[config.mk]
export PLATFORM = sky130hd
export DESIGN_NAME = countdown_timer_with_button_modes_core_flat
export DESIGN_NICKNAME = d
export VERILOG_FILES = /design/src/design/ctbm_pkg.sv /design/src/design/ctbm_in_if.sv /design/src/design/ctbm_out_if.sv /design/src/design/ctbm_in_reg.sv /design/src/design/ctbm_next.sv /design/src/design/countdown_timer_with_button_modes_core.sv /design/src/flat_wrapper.sv
export VERILOG_INCLUDE_DIRS = /design/src /design/src/design
export SDC_FILE = /design/constraint.sdc
export NUM_CORES = 1
export LEC_CHECK = 0
export BUFFER_PORTS_ARGS = -buffer_cell sky130_fd_sc_hd__buf_2
export CORE_MARGIN = 2
export CORE_UTILIZATION = 45
export CTS_CLUSTER_DIAMETER = 30
export DETAILED_ROUTE_END_ITERATION = 10
export GPL_TIMING_DRIVEN = 0
export MAX_ROUTING_LAYER = met4
export SYNTH_ARGS = -nofsm -noshare
export SYNTH_HDL_FRONTEND = slang
export SYNTH_SLANG_ARGS = --single-unit
[constraint.sdc]
create_clock -name clk -period 9.3 [get_ports clk]
set_input_delay 0.93 -clock clk [delete_from_list [all_inputs] [get_ports clk]]
set_output_delay 0.93 -clock clk [all_outputs]
set_load 0.02 [all_outputs]
[src/design/countdown_timer_with_button_modes_core_defines.svh]
`ifndef COUNTDOWN_TIMER_WITH_BUTTON_MODES_CORE_DEFINES_SVH
`define COUNTDOWN_TIMER_WITH_BUTTON_MODES_CORE_DEFINES_SVH

// Concurrent checks on clk, switched off while rst_n is low.
`define CTBM_ASSERT_IMP(lbl, ante, cons, msg) \
  lbl: assert property (@(posedge clk) disable iff (!rst_n) (ante) |-> (cons)) \
    else $error(msg);

`define CTBM_ASSERT_NXT(lbl, ante, cons, msg) \
  lbl: assert property (@(posedge clk) disable iff (!rst_n) (ante) |=> (cons)) \
    else $error(msg);

`endif

[src/design/ctbm_pkg.sv]
package ctbm_pkg;

  localparam logic [5:0]  TOP_SIXTY    = 6'd59;
  localparam logic [9:0]  TOP_MILLI    = 10'd999;
  localparam logic [15:0] RESET_REPEAT = 16'd150;
  localparam logic [15:0] RESET_LONG   = 16'd3000;
  localparam logic [15:0] TICK_MAX     = 16'hFFFF;

  // item kinds
  localparam logic OP_TICK   = 1'b0;
  localparam logic OP_BUTTON = 1'b1;

  // debounced button codes
  localparam logic [2:0] BTN_FIRST  = 3'd1;
  localparam logic [2:0] BTN_SECOND = 3'd2;
  localparam logic [2:0] BTN_THIRD  = 3'd3;

  // configuration register indexes
  localparam logic CFG_REPEAT = 1'b0;
  localparam logic CFG_LONG   = 1'b1;

  typedef enum logic [2:0] {
    MODE_IDLE   = 3'd0,
    MODE_SETMIN = 3'd1,
    MODE_SETSEC = 3'd2,
    MODE_WAIT   = 3'd3,
    MODE_COUNT  = 3'd4,
    MODE_ALARM  = 3'd5
  } mode_t;

  typedef struct packed {
    logic       op;
    logic [2:0] buttons;
  } in_t;

  typedef struct packed {
    logic [5:0] minutes_out;
    logic [5:0] seconds_out;
    logic [9:0] millis_out;
    logic [2:0] mode_out;
    logic       alarm_led;
  } out_t;

  typedef struct packed {
    mode_t       mode;
    logic [5:0]  minutes;
    logic [5:0]  seconds;
    logic [9:0]  millis;
    logic        run;
    logic        waiting;
    logic [15:0] tc;
    logic        lamp;
  } st_t;

  function automatic logic [5:0] wrap_sixty(input logic [5:0] v);
    return (v >= TOP_SIXTY) ? 6'd0 : v + 6'd1;
  endfunction

endpackage

[src/design/ctbm_in_if.sv]
interface ctbm_in_if;
  logic            valid;
  logic            ready;
  ctbm_pkg::in_t   data;

  modport source (output valid, output data, input ready);
  modport sink (input valid, input data, output ready);
endinterface

[src/design/ctbm_out_if.sv]
interface ctbm_out_if;
  logic            valid;
  logic            ready;
  ctbm_pkg::out_t  data;

  modport source (output valid, output data, input ready);
  modport sink (input valid, input data, output ready);
endinterface

[src/design/ctbm_in_reg.sv]
module ctbm_in_reg (
  input  logic            clk,
  input  logic            rst_n,
  ctbm_in_if.sink         in_ch,
  input  logic            adv,
  output logic            valid,
  output ctbm_pkg::in_t   item
);

  logic          valid_r;
  ctbm_pkg::in_t item_r;

  // refill in the same cycle the held item moves on
  assign in_ch.ready = !valid_r || adv;
  assign valid       = valid_r;
  assign item        = item_r;

  always_ff @(posedge clk) begin
    if (!rst_n) begin
      valid_r <= 1'b0;
    end else if (in_ch.ready) begin
      valid_r <= in_ch.valid;
    end
  end

  always_ff @(posedge clk) begin
    if (in_ch.ready && in_ch.valid) begin
      item_r <= in_ch.data;
    end
  end

endmodule

[src/design/ctbm_next.sv]
module ctbm_next (
  input  ctbm_pkg::st_t  st,
  input  ctbm_pkg::in_t  item,
  input  logic [15:0]    repeat_ticks,
  input  logic [15:0]    long_press_ticks,
  output ctbm_pkg::st_t  st_nxt
);

  logic [16:0] tc_inc;
  logic [16:0] lim;
  logic [15:0] tc_sat;
  logic        due;
  logic        zero_now;

  assign tc_inc   = {1'b0, st.tc} + 17'd1;
  assign lim      = (repeat_ticks == 16'd0) ? 17'd1 : {1'b0, repeat_ticks};
  assign tc_sat   = (st.tc != ctbm_pkg::TICK_MAX) ? tc_inc[15:0] : st.tc;
  assign due      = (st.tc == 16'd0);
  assign zero_now = (st.minutes == 6'd0) && (st.seconds == 6'd0) && (st.millis == 10'd0);

  always_comb begin
    st_nxt = st;
    if (item.op == ctbm_pkg::OP_BUTTON) begin
      st_nxt.lamp = 1'b0;
      unique case (item.buttons)
        ctbm_pkg::BTN_FIRST, ctbm_pkg::BTN_SECOND: begin
          st_nxt.mode    = (item.buttons == ctbm_pkg::BTN_FIRST) ?
                           ctbm_pkg::MODE_SETMIN : ctbm_pkg::MODE_SETSEC;
          st_nxt.tc      = 16'd0;
          st_nxt.waiting = 1'b0;
        end
        ctbm_pkg::BTN_THIRD: begin
          st_nxt.mode    = ctbm_pkg::MODE_WAIT;
          st_nxt.waiting = 1'b1;
          st_nxt.tc      = 16'd0;
        end
        default: begin
          // release, or several buttons at once
          if (st.waiting) begin
            st_nxt.waiting = 1'b0;
            st_nxt.run     = !st.run;
            st_nxt.mode    = !st.run ? ctbm_pkg::MODE_COUNT : ctbm_pkg::MODE_IDLE;
          end else begin
            st_nxt.mode = ctbm_pkg::MODE_IDLE;
          end
        end
      endcase
    end else begin
      unique case (st.mode)
        ctbm_pkg::MODE_SETMIN, ctbm_pkg::MODE_SETSEC: begin
          st_nxt.tc = (tc_inc >= lim) ? 16'd0 : tc_inc[15:0];
          if (due) begin
            if (st.mode == ctbm_pkg::MODE_SETMIN) begin
              st_nxt.minutes = ctbm_pkg::wrap_sixty(st.minutes);
            end else begin
              st_nxt.seconds = ctbm_pkg::wrap_sixty(st.seconds);
            end
          end
        end
        ctbm_pkg::MODE_WAIT: begin
          st_nxt.tc = tc_sat;
          if (tc_sat >= long_press_ticks) begin
            st_nxt.minutes = 6'd0;
            st_nxt.seconds = 6'd0;
            st_nxt.millis  = 10'd0;
            st_nxt.waiting = 1'b0;
            st_nxt.mode    = ctbm_pkg::MODE_IDLE;
          end
        end
        ctbm_pkg::MODE_COUNT: begin
          if (zero_now) begin
            st_nxt.mode = ctbm_pkg::MODE_ALARM;
            st_nxt.lamp = 1'b1;
          end else begin
            if (st.millis == 10'd0) begin
              st_nxt.millis = ctbm_pkg::TOP_MILLI;
              if (st.seconds == 6'd0) begin
                st_nxt.seconds = ctbm_pkg::TOP_SIXTY;
                st_nxt.minutes = st.minutes - 6'd1;
              end else begin
                st_nxt.seconds = st.seconds - 6'd1;
              end
            end else begin
              st_nxt.millis = st.millis - 10'd1;
            end
            if ((st_nxt.minutes == 6'd0) && (st_nxt.seconds == 6'd0) &&
                (st_nxt.millis == 10'd0)) begin
              st_nxt.mode = ctbm_pkg::MODE_ALARM;
              st_nxt.lamp = 1'b1;
            end
          end
        end
        default: begin
        end
      endcase
    end
  end

endmodule

[src/design/countdown_timer_with_button_modes_core.sv]
// Path: an accepted item waits in the input register, then the update logic writes
// the state and the result register together once the result register is free or taken.
// Throughput: one item per cycle; the input register refills while the result
// register is taken, so only a stall on out_ch holds the input back.
// Reset (rst_n low at a clock edge): time zero, idle, paused, lamp off, both
// channels empty, repeat_ticks 150 and long_press_ticks 3000.
`include "countdown_timer_with_button_modes_core_defines.svh"

module countdown_timer_with_button_modes_core (
  input  logic         clk,
  input  logic         rst_n,
  ctbm_in_if.sink      in_ch,
  ctbm_out_if.source   out_ch,
  input  logic         cfg_we,
  input  logic         cfg_idx,
  input  logic [15:0]  cfg_wdata
);

  logic            stg_valid;
  logic            stg_adv;
  ctbm_pkg::in_t   item;
  ctbm_pkg::st_t   st_r;
  ctbm_pkg::st_t   st_nxt;
  ctbm_pkg::out_t  out_r;
  logic            out_valid_r;
  logic [15:0]     repeat_r;
  logic [15:0]     long_r;

  assign stg_adv = stg_valid && (!out_valid_r || out_ch.ready);

  ctbm_in_reg u_in_reg (
    .clk   (clk),
    .rst_n (rst_n),
    .in_ch (in_ch),
    .adv   (stg_adv),
    .valid (stg_valid),
    .item  (item)
  );

  ctbm_next u_next (
    .st               (st_r),
    .item             (item),
    .repeat_ticks     (repeat_r),
    .long_press_ticks (long_r),
    .st_nxt           (st_nxt)
  );

  always_ff @(posedge clk) begin
    if (!rst_n) begin
      repeat_r <= ctbm_pkg::RESET_REPEAT;
      long_r   <= ctbm_pkg::RESET_LONG;
    end else if (cfg_we) begin
      unique case (cfg_idx)
        ctbm_pkg::CFG_REPEAT: repeat_r <= cfg_wdata;
        ctbm_pkg::CFG_LONG:   long_r   <= cfg_wdata;
        default: begin
        end
      endcase
    end
  end

  always_ff @(posedge clk) begin
    if (!rst_n) begin
      st_r.mode    <= ctbm_pkg::MODE_IDLE;
      st_r.minutes <= 6'd0;
      st_r.seconds <= 6'd0;
      st_r.millis  <= 10'd0;
      st_r.run     <= 1'b0;
      st_r.waiting <= 1'b0;
      st_r.tc      <= 16'd0;
      st_r.lamp    <= 1'b0;
      out_valid_r  <= 1'b0;
    end else begin
      if (stg_adv) begin
        st_r        <= st_nxt;
        out_valid_r <= 1'b1;
      end else if (out_ch.ready) begin
        out_valid_r <= 1'b0;
      end
    end
  end

  always_ff @(posedge clk) begin
    if (stg_adv) begin
      out_r.minutes_out <= st_nxt.minutes;
      out_r.seconds_out <= st_nxt.seconds;
      out_r.millis_out  <= st_nxt.millis;
      out_r.mode_out    <= st_nxt.mode;
      out_r.alarm_led   <= st_nxt.lamp;
    end
  end

  assign out_ch.valid = out_valid_r;
  assign out_ch.data  = out_r;

  `CTBM_ASSERT_IMP(a_lamp_alarm, 1'b1,
    st_r.lamp == (st_r.mode == ctbm_pkg::MODE_ALARM), "lamp and alarm mode disagree")
  `CTBM_ASSERT_IMP(a_wait_mode, 1'b1,
    st_r.waiting == (st_r.mode == ctbm_pkg::MODE_WAIT), "press flag outside press wait")
  `CTBM_ASSERT_IMP(a_time_range, 1'b1,
    (st_r.minutes <= ctbm_pkg::TOP_SIXTY) && (st_r.seconds <= ctbm_pkg::TOP_SIXTY) &&
    (st_r.millis <= ctbm_pkg::TOP_MILLI), "time field out of range")
  `CTBM_ASSERT_NXT(a_adv_result, stg_adv, out_valid_r, "transaction lost in update stage")

endmodule
[src/flat_wrapper.sv]
// flat-port wrapper written by rule: the top's interface ports become plain ports
module countdown_timer_with_button_modes_core_flat 
  (clk, rst_n, cfg_we, cfg_idx, cfg_wdata, in_ch_valid, in_ch_data, in_ch_ready, out_ch_valid, out_ch_data, out_ch_ready);
  ctbm_in_if in_ch_i ();
  ctbm_out_if out_ch_i ();
  input  logic clk;
  input  logic rst_n;
  input  logic cfg_we;
  input  logic cfg_idx;
  input  logic [15:0] cfg_wdata;
  input wire logic [$bits(in_ch_i.valid)-1:0] in_ch_valid;
  input wire logic [$bits(in_ch_i.data)-1:0] in_ch_data;
  output wire logic [$bits(in_ch_i.ready)-1:0] in_ch_ready;
  output wire logic [$bits(out_ch_i.valid)-1:0] out_ch_valid;
  output wire logic [$bits(out_ch_i.data)-1:0] out_ch_data;
  input wire logic [$bits(out_ch_i.ready)-1:0] out_ch_ready;
  assign in_ch_i.valid = in_ch_valid;
  assign in_ch_i.data = in_ch_data;
  assign in_ch_ready = in_ch_i.ready;
  assign out_ch_valid = out_ch_i.valid;
  assign out_ch_data = out_ch_i.data;
  assign out_ch_i.ready = out_ch_ready;
  countdown_timer_with_button_modes_core u_core (.clk(clk), .rst_n(rst_n), .in_ch(in_ch_i), .out_ch(out_ch_i), .cfg_we(cfg_we), .cfg_idx(cfg_idx), .cfg_wdata(cfg_wdata));
endmodule
==> results.sh <==
export IMPL_p_total_mw=1.014
export IMPL_ys_ff_latch=108
export IMPL_syn_mean_instance_area_um2=8.049
export IMPL_die_w_um=126.4
export IMPL_reg2reg_from="u_core.st_r[1]"
export IMPL_synthDistinctLibCells=68
export IMPL_start_util_pct=46.23
export IMPL_netlist_area_um2=6745
export IMPL_drt_pass1_iterations=5
export IMPL_synth_warning_count=0
export IMPL_highest_layer="met4"
export IMPL_hold_slack_ns=0.4588
export IMPL_arrival_ns=5.36
export IMPL_setup_tns_final_ns=0
export IMPL_fin_crit_sh_pct=55.45
export IMPL_grt_start_max_net_pins=36
export IMPL_drv_slew=0
export IMPL_io_pins=54
export IMPL_wl_met1_mm=8.598
export IMPL_drt_wl_total_mm=20.61
export IMPL_antenna_found_initial=0
export IMPL_cts_root_buf="clkbuf_16"
export IMPL_ys_flop_type="dfxtp_1"
export IMPL_die_y_um=126.4
export IMPL_dp_cells=1074
export IMPL_clk_latency_ns=0.36
export IMPL_final_cells=1090
export IMPL_finalSetupViolations=0
export IMPL_crit_type="reg2reg"
export IMPL_via_per_inst=5.925
export IMPL_combPwrFrac_pct=8.8
export IMPL_grtUsageTotal_pct=26.55
export IMPL_p_int_mw=0.7657
export IMPL_p_sw_mw=0.2483
export IMPL_hold_class="reg2reg"
export IMPL_n_antenna_cell=0
export IMPL_synth_edf_count=30
export IMPL_place_ws_ns=4.290
export IMPL_ir_drop_uv=95.46
export IMPL_drt_iter0_markers=407
export IMPL_ctsLongestPathBuffers=2
export IMPL_layout_nets=967
export IMPL_tightest_slew_ns=1.297
export IMPL_area_growth_pct=12.26
export IMPL_syn_num_nets=904
export IMPL_grt_pass1_vias=6397
export IMPL_gp_congestion=0.9262
export IMPL_async_reset_ff_share_pct=0
export IMPL_fin_crit_ns=5.157
export IMPL_final_cell_mix="nand2_1 (117), dfxtp_1 (78), a21oi_1 (65)"
export IMPL_cp_max_fo=10
export IMPL_hold_depth=2
export IMPL_maxCapViolations=0
export IMPL_fp_row_count=44
export IMPL_cp_endpoint="u_core.out_ch.data[12]"
export IMPL_wl_met3_um=768
export IMPL_max_freq_mhz=193.9
export IMPL_crit_required_ns=9.50
export IMPL_setup_ws_ns=4.143
export IMPL_wl_met2_mm=10.67
export IMPL_ant_nets=0
export IMPL_numCtsBuffers=9
export IMPL_power_frac_clock_pct=41.7
export IMPL_vias=6458
export IMPL_port_buffers=52
export IMPL_fin_worst_skew_ns=0.005865
export IMPL_grt_pass1_wl_mm=33.00
export IMPL_rsz0062_at_grt="no"
export IMPL_worst_r2r_endpoint="u_core.out_ch.data[12]"
export IMPL_dpl_hpwl_mm=15.66
export IMPL_drive_above_1_share_pct=10.04
export IMPL_worstSetupEndpointType="flop"
export IMPL_cts_tree="built"
export IMPL_power_density_nw_per_um2=133.9
export IMPL_cts_setup_buffers=0
export IMPL_syn_inst=838
export IMPL_reg2reg_depth=15
export IMPL_die_area_um2=15980
export IMPL_gr_total_overflow=0
export IMPL_leakage_nw=3.113
export IMPL_start_kind="flop"
export IMPL_final_hold_violation_count=0
export IMPL_status="finished clean"
export IMPL_wl_per_cell_um=18.90
export IMPL_pwr_share_seq_pct=49.5
export IMPL_final_common_cell="nand2_1"
export IMPL_clk_pin_slew_ns=0.07
export IMPL_holdBufCountCts=0
export IMPL_cts_resized_gates=0
export IMPL_reg2reg_setup_slack_ns=4.14
export IMPL_drc_errors=0
export IMPL_htreeDepth=3
export IMPL_slew_headroom_pct=13.35
export IMPL_clock_sinks=108
export IMPL_seq_area_frac_synth_pct=36.51
export IMPL_fp_coreArea_um2=14590
export IMPL_swShare_pct=24.49
export IMPL_startpoint="u_core.st_r[1]"
how the worst min path moves through the flow:
stage,startpoint,to,slack [ns]
after floorplan,u_core.long_r[10],u_core.long_r[10],0.44
after global placement,u_core.long_r[6],u_core.long_r[6],0.45
after detailed placement,u_core.long_r[1],u_core.long_r[1],0.45
after CTS,u_core.long_r[1],u_core.long_r[1],0.46
after global routing,u_core.long_r[14],u_core.long_r[14],0.48
final,u_core.long_r[1],u_core.long_r[1],0.46
layout make-up:
cell class                      instances  area [um2]
Fill cell                            1422        7017
Multi-Input combinational cell        623        3870
Clock inverter                          4       51.30
Clock buffer                           12       279.0
Sequential cell                       108        2462
Buffer                                 55       224.0
Inverter                               52       195.2
Tap cell                              184       230.2
Timing Repair Buffer                   52       260.3
synth_stat cells (10+ instances only):
library cell	n	area, um2
nand2_1	117	439.2
edfxtp_1	30	900.9
o21ai_0	47	235.2
dfxtp_1	78	1562
o31ai_1	17	127.6
a21oi_1	65	325.3
nor2b_1	10	62.56
xor2_1	10	87.58
nand3_1	27	135.1
or3_1	13	81.33
nor4_1	15	93.84
xnor2_1	13	113.9
nand2b_1	17	106.4
o211ai_1	15	112.6
ha_1	40	500.5
inv_1	52	195.2
nand4_1	15	93.84
clkbuf_1	44	165.2
nor2_1	51	191.4
nor3_1	19	95.09
critical path: stages, from the launching register on:
cell and delay [ns]:
dfxtp_1 0.42, ha_1 0.33, and3_1 0.20, clkbuf_1 0.18, nand4_1 0.17, clkbuf_1 0.48, clkbuf_1 0.45, nand2_1 0.11
ha_1 0.32, a211oi_1 0.23, nor2_1 0.07, a2111o_1 0.43, a211oi_2 0.75, clkbuf_1 0.50, nor2_1 0.13, a31oi_1 0.22
power groups by stage:
| stage | combinational (mW) | sequential (mW) | clock, mW |
|---|---|---|---|
| detailed placement | 0.0883 | 0.514 | 0 |
| finish | 0.0888 | 0.502 | 0.423 |
| global placement | 0.0867 | 0.513 | 0 |
| CTS | 0.0888 | 0.503 | 0.431 |
| global route | 0.0975 | 0.504 | 0.451 |
| floorplan | 0.0492 | 0.518 | 0 |
kinds of logic after synthesis:
group / after synthesis / synth area share (%)
adders and majority gates: 40 / 7.420
xor gates and xnor gates: 23 / 2.986
and+or+nand+nor: 332 / 24.84
buffers and inverters: 107 / 6.195
DFF: 108 / 36.51
AOI/OAI and AO/OA: 226 / 21.74
muxes: 2 / 0.3153
metrics by stage:
step	cell area, um2	utilization [%]
detailed placement	7242	49.64
global route	7572	51.90
finish	7572	51.90
CTS	7572	51.90
global placement	7236	49.60
floorplan	6745	-
flip-flops by register name (all words and copies together), names as in the netlist:
name,flops
u_core.u_in_reg.item,4
u_core.u_in_reg.valid,1
u_core.st_r,44
u_core.out_ch.valid,1
u_core.long_r,16
u_core.out_ch.data,26
u_core.repeat_r,16
per-layer routing:
layer | track usage (%) | vias to the layer above
li1 | - | 3164
met1 | 30.65 | 3070
met2 | 47.18 | 174
met3 | 3.501 | 50
met4 | 9.502 | 0
met5 | - | -
(Power assumes the default switching activity.)
